[config.mk]
export PLATFORM = sky130hd
export DESIGN_NAME = ipv4_acl_first_match
export DESIGN_NICKNAME = d
export VERILOG_FILES = /design/src/iacl_pkg.sv /design/src/iacl_ctrl.sv /design/src/iacl_dp.sv /design/src/ipv4_acl_first_match.sv
export SDC_FILE = /design/constraint.sdc
export NUM_CORES = 1
export LEC_CHECK = 0
export ABC_AREA = 1
export BUFFER_PORTS_ARGS = -buffer_cell sky130_fd_sc_hd__buf_2
export CAP_MARGIN = 10
export CORE_MARGIN = 2
export CORE_UTILIZATION = 50
export DETAILED_ROUTE_END_ITERATION = 10
export PLACE_DENSITY_LB_ADDON = 0.1
export SYNTH_ARGS = -nofsm -noshare
export SYNTH_HDL_FRONTEND = slang
export SYNTH_SLANG_ARGS = --single-unit
[constraint.sdc]
create_clock -name aclk -period 7.15 [get_ports aclk]
set_input_delay 0.715 -clock aclk [delete_from_list [all_inputs] [get_ports aclk]]
set_output_delay 0.715 -clock aclk [all_outputs]
set_load 0.005 [all_outputs]
[src/iacl_pkg.sv]
package iacl_pkg;

    // Field widths of the stream payloads
    localparam int SLOT_W      = 4;
    localparam int ADDR_W      = 32;
    localparam int PLEN_W      = 6;
    localparam int IN_TDATA_W  = 48;
    localparam int OUT_TDATA_W = 8;

    // Configuration port
    localparam int CFG_IDX_W  = 1;
    localparam int CFG_DATA_W = 5;

    localparam logic [CFG_IDX_W-1:0] CFG_ACL_ENABLE = 1'b0;
    localparam logic [CFG_IDX_W-1:0] CFG_RULE_COUNT = 1'b1;

    // Request kinds carried in s_tuser
    localparam logic REQ_WRITE = 1'b0;
    localparam logic REQ_CHECK = 1'b1;

    // Prefix length at which a rule covers a single address
    localparam logic [PLEN_W-1:0] PLEN_MAX = 6'd32;

    typedef enum logic [1:0] {
        ST_IDLE,
        ST_SCAN,
        ST_RESULT
    } ctrl_state_t;

    // One stored rule: inclusive address range and its verdict
    typedef struct packed {
        logic [ADDR_W-1:0] range_lo;
        logic [ADDR_W-1:0] range_hi;
        logic              deny;
    } rule_t;

    // Controller to datapath
    typedef struct packed {
        logic capture;   // take the input beat, write a rule if it is one
        logic scan;      // issue the next rule read
        logic finish;    // latch the verdict of the compare stage
        logic load_out;  // move the verdict into the output register
    } ctrl_cmd_t;

    // Datapath to controller
    typedef struct packed {
        logic is_check;  // input beat is a check with the filter enabled
        logic cmp_done;  // compare stage has decided the verdict
        logic out_free;  // output register can take a beat this cycle
    } dp_sts_t;

endpackage

[src/iacl_ctrl.sv]
module iacl_ctrl
    import iacl_pkg::*;
(
    input  logic       aclk,
    input  logic       aresetn,
    input  logic       s_tvalid,
    output logic       s_tready,
    input  dp_sts_t    sts,
    output ctrl_cmd_t  cmd
);

    ctrl_state_t state_reg;
    ctrl_state_t state_next;

    // State register
    always_ff @(posedge aclk) begin
        if (!aresetn) begin
            state_reg <= ST_IDLE;
        end else begin
            state_reg <= state_next;
        end
    end

    // Next state and commands
    always_comb begin
        state_next = state_reg;
        cmd        = '0;
        s_tready   = 1'b0;
        case (state_reg)
            ST_IDLE: begin
                s_tready = 1'b1;
                if (s_tvalid) begin
                    cmd.capture = 1'b1;
                    state_next  = sts.is_check ? ST_SCAN : ST_RESULT;
                end
            end
            ST_SCAN: begin
                if (sts.cmp_done) begin
                    cmd.finish = 1'b1;
                    state_next = ST_RESULT;
                end else begin
                    cmd.scan = 1'b1;
                end
            end
            ST_RESULT: begin
                if (sts.out_free) begin
                    cmd.load_out = 1'b1;
                    state_next   = ST_IDLE;
                end
            end
            default: begin
                state_next = ST_IDLE;
            end
        endcase
    end

    // A decided scan always hands over to the result state.
    assert property (@(posedge aclk) disable iff (!aresetn)
        (state_reg == ST_SCAN && sts.cmp_done) |=> (state_reg == ST_RESULT))
        else $error("scan did not hand over to result");

    // A beat accepted in idle leaves idle on the next cycle.
    assert property (@(posedge aclk) disable iff (!aresetn)
        (s_tvalid && s_tready) |=> (state_reg != ST_IDLE))
        else $error("accepted beat did not start work");

endmodule

[src/iacl_dp.sv]
module iacl_dp
    import iacl_pkg::*;
#(
    parameter int NUM_RULES = 16
) (
    input  logic                   aclk,
    input  logic                   aresetn,
    input  logic                   cfg_wr_en,
    input  logic [CFG_IDX_W-1:0]   cfg_addr,
    input  logic [CFG_DATA_W-1:0]  cfg_wr_data,
    input  logic [IN_TDATA_W-1:0]  s_tdata,
    input  logic                   s_tuser,
    output logic                   m_tvalid,
    input  logic                   m_tready,
    output logic [OUT_TDATA_W-1:0] m_tdata,
    input  ctrl_cmd_t              cmd,
    output dp_sts_t                sts
);

    localparam int IDX_W = (NUM_RULES > 1) ? $clog2(NUM_RULES) : 1;

    // Unpacked input fields
    logic [SLOT_W-1:0] in_slot;
    logic [ADDR_W-1:0] in_addr;
    logic [PLEN_W-1:0] in_plen;
    logic              in_deny;

    assign in_slot = s_tdata[3:0];
    assign in_addr = s_tdata[35:4];
    assign in_plen = s_tdata[41:36];
    assign in_deny = s_tdata[42];

    // Configuration registers
    logic                  acl_enable_reg;
    logic [CFG_DATA_W-1:0] rule_count_reg;

    always_ff @(posedge aclk) begin
        if (!aresetn) begin
            acl_enable_reg <= 1'b0;
            rule_count_reg <= CFG_DATA_W'(1);
        end else if (cfg_wr_en) begin
            case (cfg_addr)
                CFG_ACL_ENABLE: acl_enable_reg <= cfg_wr_data[0];
                CFG_RULE_COUNT: rule_count_reg <= cfg_wr_data;
                default: ;
            endcase
        end
    end

    // Rule construction from base address and prefix length
    logic [PLEN_W-1:0]       plen_sat;
    logic [ADDR_W-1:0]       net_mask;
    rule_t                   wr_rule;
    logic [IDX_W+SLOT_W-1:0] slot_ext;
    logic [IDX_W-1:0]        wr_addr;
    logic                    wr_en;

    always_comb begin
        plen_sat         = (in_plen > PLEN_MAX) ? PLEN_MAX : in_plen;
        net_mask         = ~({ADDR_W{1'b1}} >> plen_sat);
        wr_rule.range_lo = in_addr & net_mask;
        wr_rule.range_hi = in_addr | ~net_mask;
        wr_rule.deny     = in_deny;
        slot_ext         = (IDX_W+SLOT_W)'(in_slot);
        wr_addr          = slot_ext[IDX_W-1:0];
        wr_en            = cmd.capture && (s_tuser == REQ_WRITE)
                           && (32'(in_slot) < 32'(NUM_RULES));
    end

    // Index of the last rule in use, with the count clamped to the table
    logic [31:0]      count_clamped;
    logic [IDX_W-1:0] last_next;

    always_comb begin
        if (rule_count_reg == '0) begin
            count_clamped = 32'd1;
        end else if (32'(rule_count_reg) > 32'(NUM_RULES)) begin
            count_clamped = 32'(NUM_RULES);
        end else begin
            count_clamped = 32'(rule_count_reg);
        end
        last_next = IDX_W'(count_clamped - 32'd1);
    end

    // Captured check address and scan bound
    logic [ADDR_W-1:0] addr_reg;
    logic [IDX_W-1:0]  last_reg;

    always_ff @(posedge aclk) begin
        if (cmd.capture) begin
            addr_reg <= in_addr;
            last_reg <= last_next;
        end
    end

    // Scan counter: one rule read issued per cycle up to the last rule
    logic [IDX_W:0]   idx_reg;
    logic             rd_issue;
    logic             rd_valid_reg;
    logic [IDX_W-1:0] rd_idx_reg;
    rule_t            rd_rule_reg;

    assign rd_issue = cmd.scan && ({1'b0, last_reg} >= idx_reg);

    always_ff @(posedge aclk) begin
        if (!aresetn) begin
            idx_reg      <= '0;
            rd_valid_reg <= 1'b0;
        end else begin
            rd_valid_reg <= rd_issue;
            if (cmd.capture) begin
                idx_reg <= '0;
            end else if (rd_issue) begin
                idx_reg <= idx_reg + 1'b1;
            end
        end
    end

    always_ff @(posedge aclk) begin
        if (rd_issue) begin
            rd_idx_reg <= idx_reg[IDX_W-1:0];
        end
    end

    // Rule memory: one write port, one registered read port
    rule_t rule_mem [NUM_RULES];

    always_ff @(posedge aclk) begin
        if (wr_en) begin
            rule_mem[wr_addr] <= wr_rule;
        end
        if (rd_issue) begin
            rd_rule_reg <= rule_mem[idx_reg[IDX_W-1:0]];
        end
    end

    // Compare stage
    logic                    cmp_hit;
    logic                    cmp_last;
    logic [IDX_W+SLOT_W-1:0] rd_idx_ext;

    always_comb begin
        cmp_hit    = (addr_reg >= rd_rule_reg.range_lo)
                     && (addr_reg <= rd_rule_reg.range_hi);
        cmp_last   = (rd_idx_reg == last_reg);
        rd_idx_ext = (IDX_W+SLOT_W)'(rd_idx_reg);
    end

    // Pending verdict: zeros for writes and disabled checks
    logic              res_denied_reg;
    logic              res_hit_reg;
    logic [SLOT_W-1:0] res_slot_reg;

    always_ff @(posedge aclk) begin
        if (cmd.capture) begin
            res_denied_reg <= 1'b0;
            res_hit_reg    <= 1'b0;
            res_slot_reg   <= '0;
        end else if (cmd.finish) begin
            if (cmp_hit) begin
                res_denied_reg <= rd_rule_reg.deny;
                res_hit_reg    <= 1'b1;
                res_slot_reg   <= rd_idx_ext[SLOT_W-1:0];
            end else begin
                res_denied_reg <= ~rd_rule_reg.deny;
                res_hit_reg    <= 1'b0;
                res_slot_reg   <= '0;
            end
        end
    end

    // Output register
    logic                   out_valid_reg;
    logic [OUT_TDATA_W-1:0] out_data_reg;

    always_ff @(posedge aclk) begin
        if (!aresetn) begin
            out_valid_reg <= 1'b0;
        end else if (cmd.load_out) begin
            out_valid_reg <= 1'b1;
        end else if (m_tready) begin
            out_valid_reg <= 1'b0;
        end
    end

    always_ff @(posedge aclk) begin
        if (cmd.load_out) begin
            out_data_reg <= {2'b00, res_slot_reg, res_hit_reg, res_denied_reg};
        end
    end

    assign m_tvalid = out_valid_reg;
    assign m_tdata  = out_data_reg;

    // Status back to the controller
    assign sts.is_check = (s_tuser == REQ_CHECK) && acl_enable_reg;
    assign sts.cmp_done = rd_valid_reg && (cmp_hit || cmp_last);
    assign sts.out_free = !out_valid_reg || m_tready;

    // A verdict never overwrites a beat that is still waiting.
    assert property (@(posedge aclk) disable iff (!aresetn)
        cmd.load_out |-> (!out_valid_reg || m_tready))
        else $error("output beat overwritten");

    // Rule writes happen only when a write beat is taken.
    assert property (@(posedge aclk) disable iff (!aresetn)
        wr_en |-> (cmd.capture && !cmd.scan))
        else $error("rule write outside capture");

    // The compare stage never looks past the last rule in use.
    assert property (@(posedge aclk) disable iff (!aresetn)
        rd_valid_reg |-> (rd_idx_reg <= last_reg))
        else $error("scan went past last rule");

endmodule

[src/ipv4_acl_first_match.sv]
// A rule write or a check with the filter disabled goes from idle to the result state. An
// enabled check reads one rule per cycle through the table's read port, lowest index first,
// until the compare stage hits or reaches the last rule in use, and latches the verdict.
// The verdict moves into the output register once it is free; only then is the next input
// beat taken, so one item is handled at a time.
// Reset clears control and configuration (filter off, one rule); the table is not cleared.
module ipv4_acl_first_match
    import iacl_pkg::*;
#(
    parameter int NUM_RULES = 16
) (
    input  logic                   aclk,
    input  logic                   aresetn,
    input  logic                   cfg_wr_en,
    input  logic [CFG_IDX_W-1:0]   cfg_addr,
    input  logic [CFG_DATA_W-1:0]  cfg_wr_data,
    input  logic                   s_tvalid,
    output logic                   s_tready,
    // [3:0] rule_slot, [35:4] ip_address, [41:36] prefix_len, [42] deny_flag
    input  logic [IN_TDATA_W-1:0]  s_tdata,
    // [0] req_type
    input  logic                   s_tuser,
    output logic                   m_tvalid,
    input  logic                   m_tready,
    // [0] denied, [1] rule_hit, [5:2] hit_slot
    output logic [OUT_TDATA_W-1:0] m_tdata
);

    ctrl_cmd_t cmd;
    dp_sts_t   sts;

    iacl_ctrl u_ctrl (
        .aclk     (aclk),
        .aresetn  (aresetn),
        .s_tvalid (s_tvalid),
        .s_tready (s_tready),
        .sts      (sts),
        .cmd      (cmd)
    );

    iacl_dp #(
        .NUM_RULES (NUM_RULES)
    ) u_dp (
        .aclk        (aclk),
        .aresetn     (aresetn),
        .cfg_wr_en   (cfg_wr_en),
        .cfg_addr    (cfg_addr),
        .cfg_wr_data (cfg_wr_data),
        .s_tdata     (s_tdata),
        .s_tuser     (s_tuser),
        .m_tvalid    (m_tvalid),
        .m_tready    (m_tready),
        .m_tdata     (m_tdata),
        .cmd         (cmd),
        .sts         (sts)
    );

endmodule
[Word level (Yosys, flattened, before mapping)]
Memory sizes are Yosys's and may differ from the RTL's. A register that Yosys moved wholly into a read port is not among the register bits.
Cells that the tools add are included.
Word-level totals
  register bits after elaboration: 67
  memory bits (writable): 1040
  input bits: 60
  output and inout port bits: 10
  word-level logic and storage cells: 74
  memories kept: 1
Operators by class
  add/subtract/negate cells: 2
  order comparisons: 5
  eq/ne operators: 6
  shifts and indexed selects: 1
  mux-type cells: 23
  bitwise gates (word level): 8
  reduce and logical (&&, ||, !) cells: 15
Memories
  u_dp.rule_mem: depth 16, bits a word 65, rd ports 1, clocked after memory_dff 1, write ports 1, RTL line iacl_dp.sv:126  | rule_t rule_mem [NUM_RULES];
Operators by type and width (count)
  inverter 32 bit: 2
  bitwise AND 32 bit: 1
  >= comparator 32 bit: 1
  <= comparator 32 bit: 1
  OR 32 bit: 1
  >> shifter 32 x 6 -> 32 bit (first input constant): 1
  two-way mux 1 bit: 13
  two-way mux 4 bit: 3
  two-way mux 2 bit: 5
  > comparator 6 bit (second input constant): 1
  two-way mux 6 bit: 1
  != test 2 bit (second input constant): 3
  one-hot mux 2 bit (3 select lines): 1
  adder 5 x 1 -> 5 bit (second input constant): 1
  >= comparator 4 x 5 -> 1 bit: 1
  > comparator 5 bit (second input constant): 1
  logical AND 1 bit: 5
  logical NOT 5 bit: 1
  equality test 4 bit: 1
  inverter 1 bit: 4
  AND reduction 2 bit: 2
  subtractor 4 x 1 -> 4 bit (second input constant): 1
  AND reduction 3 bit: 1
  equality test 2 x 1 -> 1 bit (second input constant): 1
  other kinds (6): 7

[Logic depth before layout (Yosys ltp)]
  depth after elaboration: 7
  depth in mapped cells: 21
  gate-level depth less buffers: 21

[Modules after synthesis]
From an unflattened synthesis, not the netlist that was laid out.
Unflattened totals
  cell total of the unflattened synthesis: 3548
  area total of the unflattened synthesis: 46828.7 µm²
Modules (own cells, without submodules)
  iacl_dp: times used 1, cells each 3524, area an instance 46677.3 µm², seq. area each 34943.5 µm²
  iacl_ctrl: times used 1, cells each 24, area an instance 151.4 µm², seq. area each 40.0 µm²

[Worst setup path before layout]
No wires, ideal clock.
  path kind: input port to flip-flop
  start: input s_tvalid
  end: memory u_dp.rule_mem[11][0] in the netlist's numbering (enable)
  setup time: 489 ps
  arrival time: 5100 ps
  data required time: 6661 ps
  setup slack: 1561 ps
  stages on the path: 6
  path buffers: 0
  path through: inv_1 nor2_2 inv_1 nor2_1 nand3_1 nor2_1
RTL lines
  start: declaration: RTL line ipv4_acl_first_match.sv:17  | input logic s_tvalid,
  end: declaration: RTL line iacl_dp.sv:126

[Worst setup path after layout]
  start: register u_dp.idx_reg[1]
  end: register, netlist name u_dp.rd_rule_reg[29]
Between the ends
  word-level cells in the longest chain between the ends: 2
RTL lines
  start: declaration: RTL line iacl_dp.sv:97  | logic [IDX_W:0] idx_reg;
  start signal: assignment: RTL line iacl_dp.sv:114  | idx_reg <= idx_reg + 1'b1;
  >= comparator 4 x 5 -> 1 bit: RTL line iacl_dp.sv:103  | assign rd_issue = cmd.scan && ({1'b0, last_reg} >= idx_reg);
  logical AND 1 bit: RTL line iacl_dp.sv:103
  named net u_dp.rd_issue: RTL line iacl_dp.sv:98  | logic rd_issue;
The timed path passes the listed nets, and every way through them passes these cells.
A chain may end at the register's enable or synchronous reset.

==> metrics <==
VDD IR max 246 uV; EDFF count, synth 1151; CP max stage delay 0.98 ns; most numerous cell in the Yosys netlist edfxtp_1; Root Driver clkbuf_16; 1st-iter DRT viols 2966; post-synth top area share 0.739; final count of negative-setup-slack endpoints 0; layout cells sized above 1 0.0952; clock sinks 1172; Yosys cell types 40; CTS tree yes; Final Slew Violations 0; Setup TNS 0 ns; Buf/Inv on CP 3; Total Routing Usage GR 0.261; Max Cap Violations 0; minimum clock period 4.90 ns; post-layout util 0.564; number of global-route vias before repair 28700; Resized cells post-CTS 0; RSZ-0062 raised after global routing false; Async SR Flop Fraction 0; Crit path arrival time 5.21 ns; Hold Crit Class in -> reg; final wirelength 125000 um; clk_skew 0.0227 ns; Worst Path Max Fanout 94; PortBufs 62; Setup crit start kind flop; reg2reg setup slack 2.25 ns; die height 310 um; crit share post-route 0.686; post-synth top area cell edfxtp_1; H-tree depth 3; number of I/O pins 70; # rows 112; status finished clean; Area Growth Syn to Fin 12.2%; Reg clk slew, reported paths 0.06 ns; synth top area cells edfxtp_1, o21ai_0, nor2_1; CTS max path bufs 3; final-stage net count 3722; Crit. End Element flop; cts hold-fix bufs 0; Die ar. 96000 um^2; synthesized cell area 46800 um^2; hpwl dp 64600 um; cells after synthesis 3566; Post-synth top cells edfxtp_1, nor2_1, o21ai_0, nand2_1, inv_1; detailed-route via count 29200; worst path cell trace inv_6 -> ha_1 -> a21boi_0 -> o21a_1 -> o21ai_0 -> a21oi_1 -> nand3_4 -> clkinv_2 -> buf_4; Antenna Violating Nets Remaining 0; worst slew pin tran 1.24 ns; PwrDens 271 nW/um^2; Die W 310 um; worst skew pair latency 0.69 ns; Initial Util 0.503; headroom to the max-slew limit 0.176; largest net degree at the start of global routing 190; first drt pass iteration count 5; Routed wire per std cell 25.3 um; CP max stage cell dfxtp_4; TritonCTS buffer count 116; register area share after synthesis 0.748; Final GP Congestion 0.819; first-pass GRT wire length 183000 um; FMAX 0.204 GHz; max FFs per register 1040; # Post-CTS Setup Buffers 0; Hold Violations, Final 0; drc violations 0; Pwr Total 14.2 mW; Core Region 93000 um^2; Synth Register Bits 1172; Synth Warn # 0; family with the most delay on the worst path buffers and inverters; GRT overflow 0; Synth Area per Inst 13.1 um^2; initial antenna violation count 7; Worst Path Required 7.46 ns; WS Path Type reg -> reg; leakage power 17.8 nW; ys flop type edfxtp_1; post-DR vias/cell 5.90
-- kinds of logic (layout without fill, tap and decap cells) --
kind of cell / count (synthesis) / after routing / synth area share
adders and majority gates: 70 / 70 / 0.0187
buffers and inverters: 382 / 503 / 0.0321
and+or+nand+nor: 1040 / 1040 / 0.0894
xor gates and xnor gates: 9 / 9 / 0.00169
other: 1 / 7 / 0.0000802
AOI/OAI and AO/OA: 892 / 892 / 0.110
DFF: 1172 / 1172 / 0.748
-- worst paths after layout --
check | from | endpoint | cells past startpoint
worst max-delay path | u_dp.idx_reg[1]$_SDFFE_PP0P_ | u_dp.rd_rule_reg[29]$_DFFE_PP_ | 9
worst min-delay path | s_tdata[5] | u_dp.addr_reg[1]$_DFFE_PP_ | 1
worst max register to register | u_dp.idx_reg[1]$_SDFFE_PP0P_ | u_dp.rd_rule_reg[29]$_DFFE_PP_ | 9
worst min register to register | u_dp.res_hit_reg$_SDFFE_PP0P_ | u_dp.m_tdata[1]$_DFFE_PP_ | 0
-- routing by layer --
metal	global-route usage	up-vias	routed length, um
met3	0.0398	227	9470
li1	-	13200	-
met4	0.0763	6	3210
met5	0	-	38
met1	0.358	14600	52500
met2	0.435	1118	60000
-- stage by stage --
step / area, um^2 / hold slack (ns) / worst slack, ns / std cells
3_3_place_gp: 48600 / 0.419 / 2.27 / 4727
4_1_cts: 52500 / 0.205 / 2.24 / 4942
5_1_grt: 52500 / 0.214 / 2.06 / 4942
3_5_place_dp: 48600 / 0.423 / 2.28 / 4728
2_1_floorplan: 46800 / 0.403 / 1.56 / 3567
6_report: 52500 / 0.243 / 2.25 / 4947
-- worst reg2reg max path, delay by kind of cell, from the launching register on --
family	cells	cell delay [ns]
DFF	1	0.98
and+or+nand+nor	1	0.18
adders and majority gates	1	0.54
AOI/OAI and AO/OA	4	0.80
buffers and inverters	3	1.97
-- placed cells by master, fill, tap and decap left out, types with 2 or more instances in the layout --
cell type	netlist	routed
buf_2	35	62
clkinvlp_4	0	7
clkbuf_16	0	122
buf_12	0	16
clkinv_2	0	24
xor2_1	5	5
buf_4	6	39
ha_1	70	70
dfxtp_1	21	18
nand4_1	8	8
o221ai_1	110	110
a21oi_1	48	48
xnor2_1	4	4
nand2_2	4	4
inv_2	10	9
nor2_1	609	592
inv_1	160	157
nor2_2	10	9
nand2_1	268	268
clkinv_1	2	18
o21a_1	3	3
nor2_4	3	21
o21ai_2	3	3
or2_1	3	3
o22ai_1	150	150
conb_1	1	2
a21o_1	2	2
o211ai_1	20	20
nor3_1	3	3
dfxtp_4	0	3
clkbuf_1	159	22
nand3_1	127	127
o21ai_0	538	536
diode_2	0	5
edfxtp_1	1151	1151
clkbuf_8	0	13
or2_2	2	2
o21ai_1	13	15
bufinv_16	0	11
-- power by group --
group | leakage, nW | internal, mW | total, mW | switching (mW)
logic | 5.35 | 0.0917 | 0.406 | 0.315
clock network | 1.89 | 3.62 | 6.13 | 2.51
registers | 10.6 | 7.64 | 7.66 | 0.0235
-- area by class of cell --
cell class                      instances  area [um^2]
Clock inverter                         57          561
Timing Repair Buffer                  117          923
Fill cell                            7517        40600
Multi-Input combinational cell       2013        10400
Tap cell                             1254         1570
Clock buffer                          157         3310
Antenna cell                            5         12.5
Sequential cell                      1172        35000
Inverter                              172          662
No activity file was read; power rests on OpenSTA's default activity.
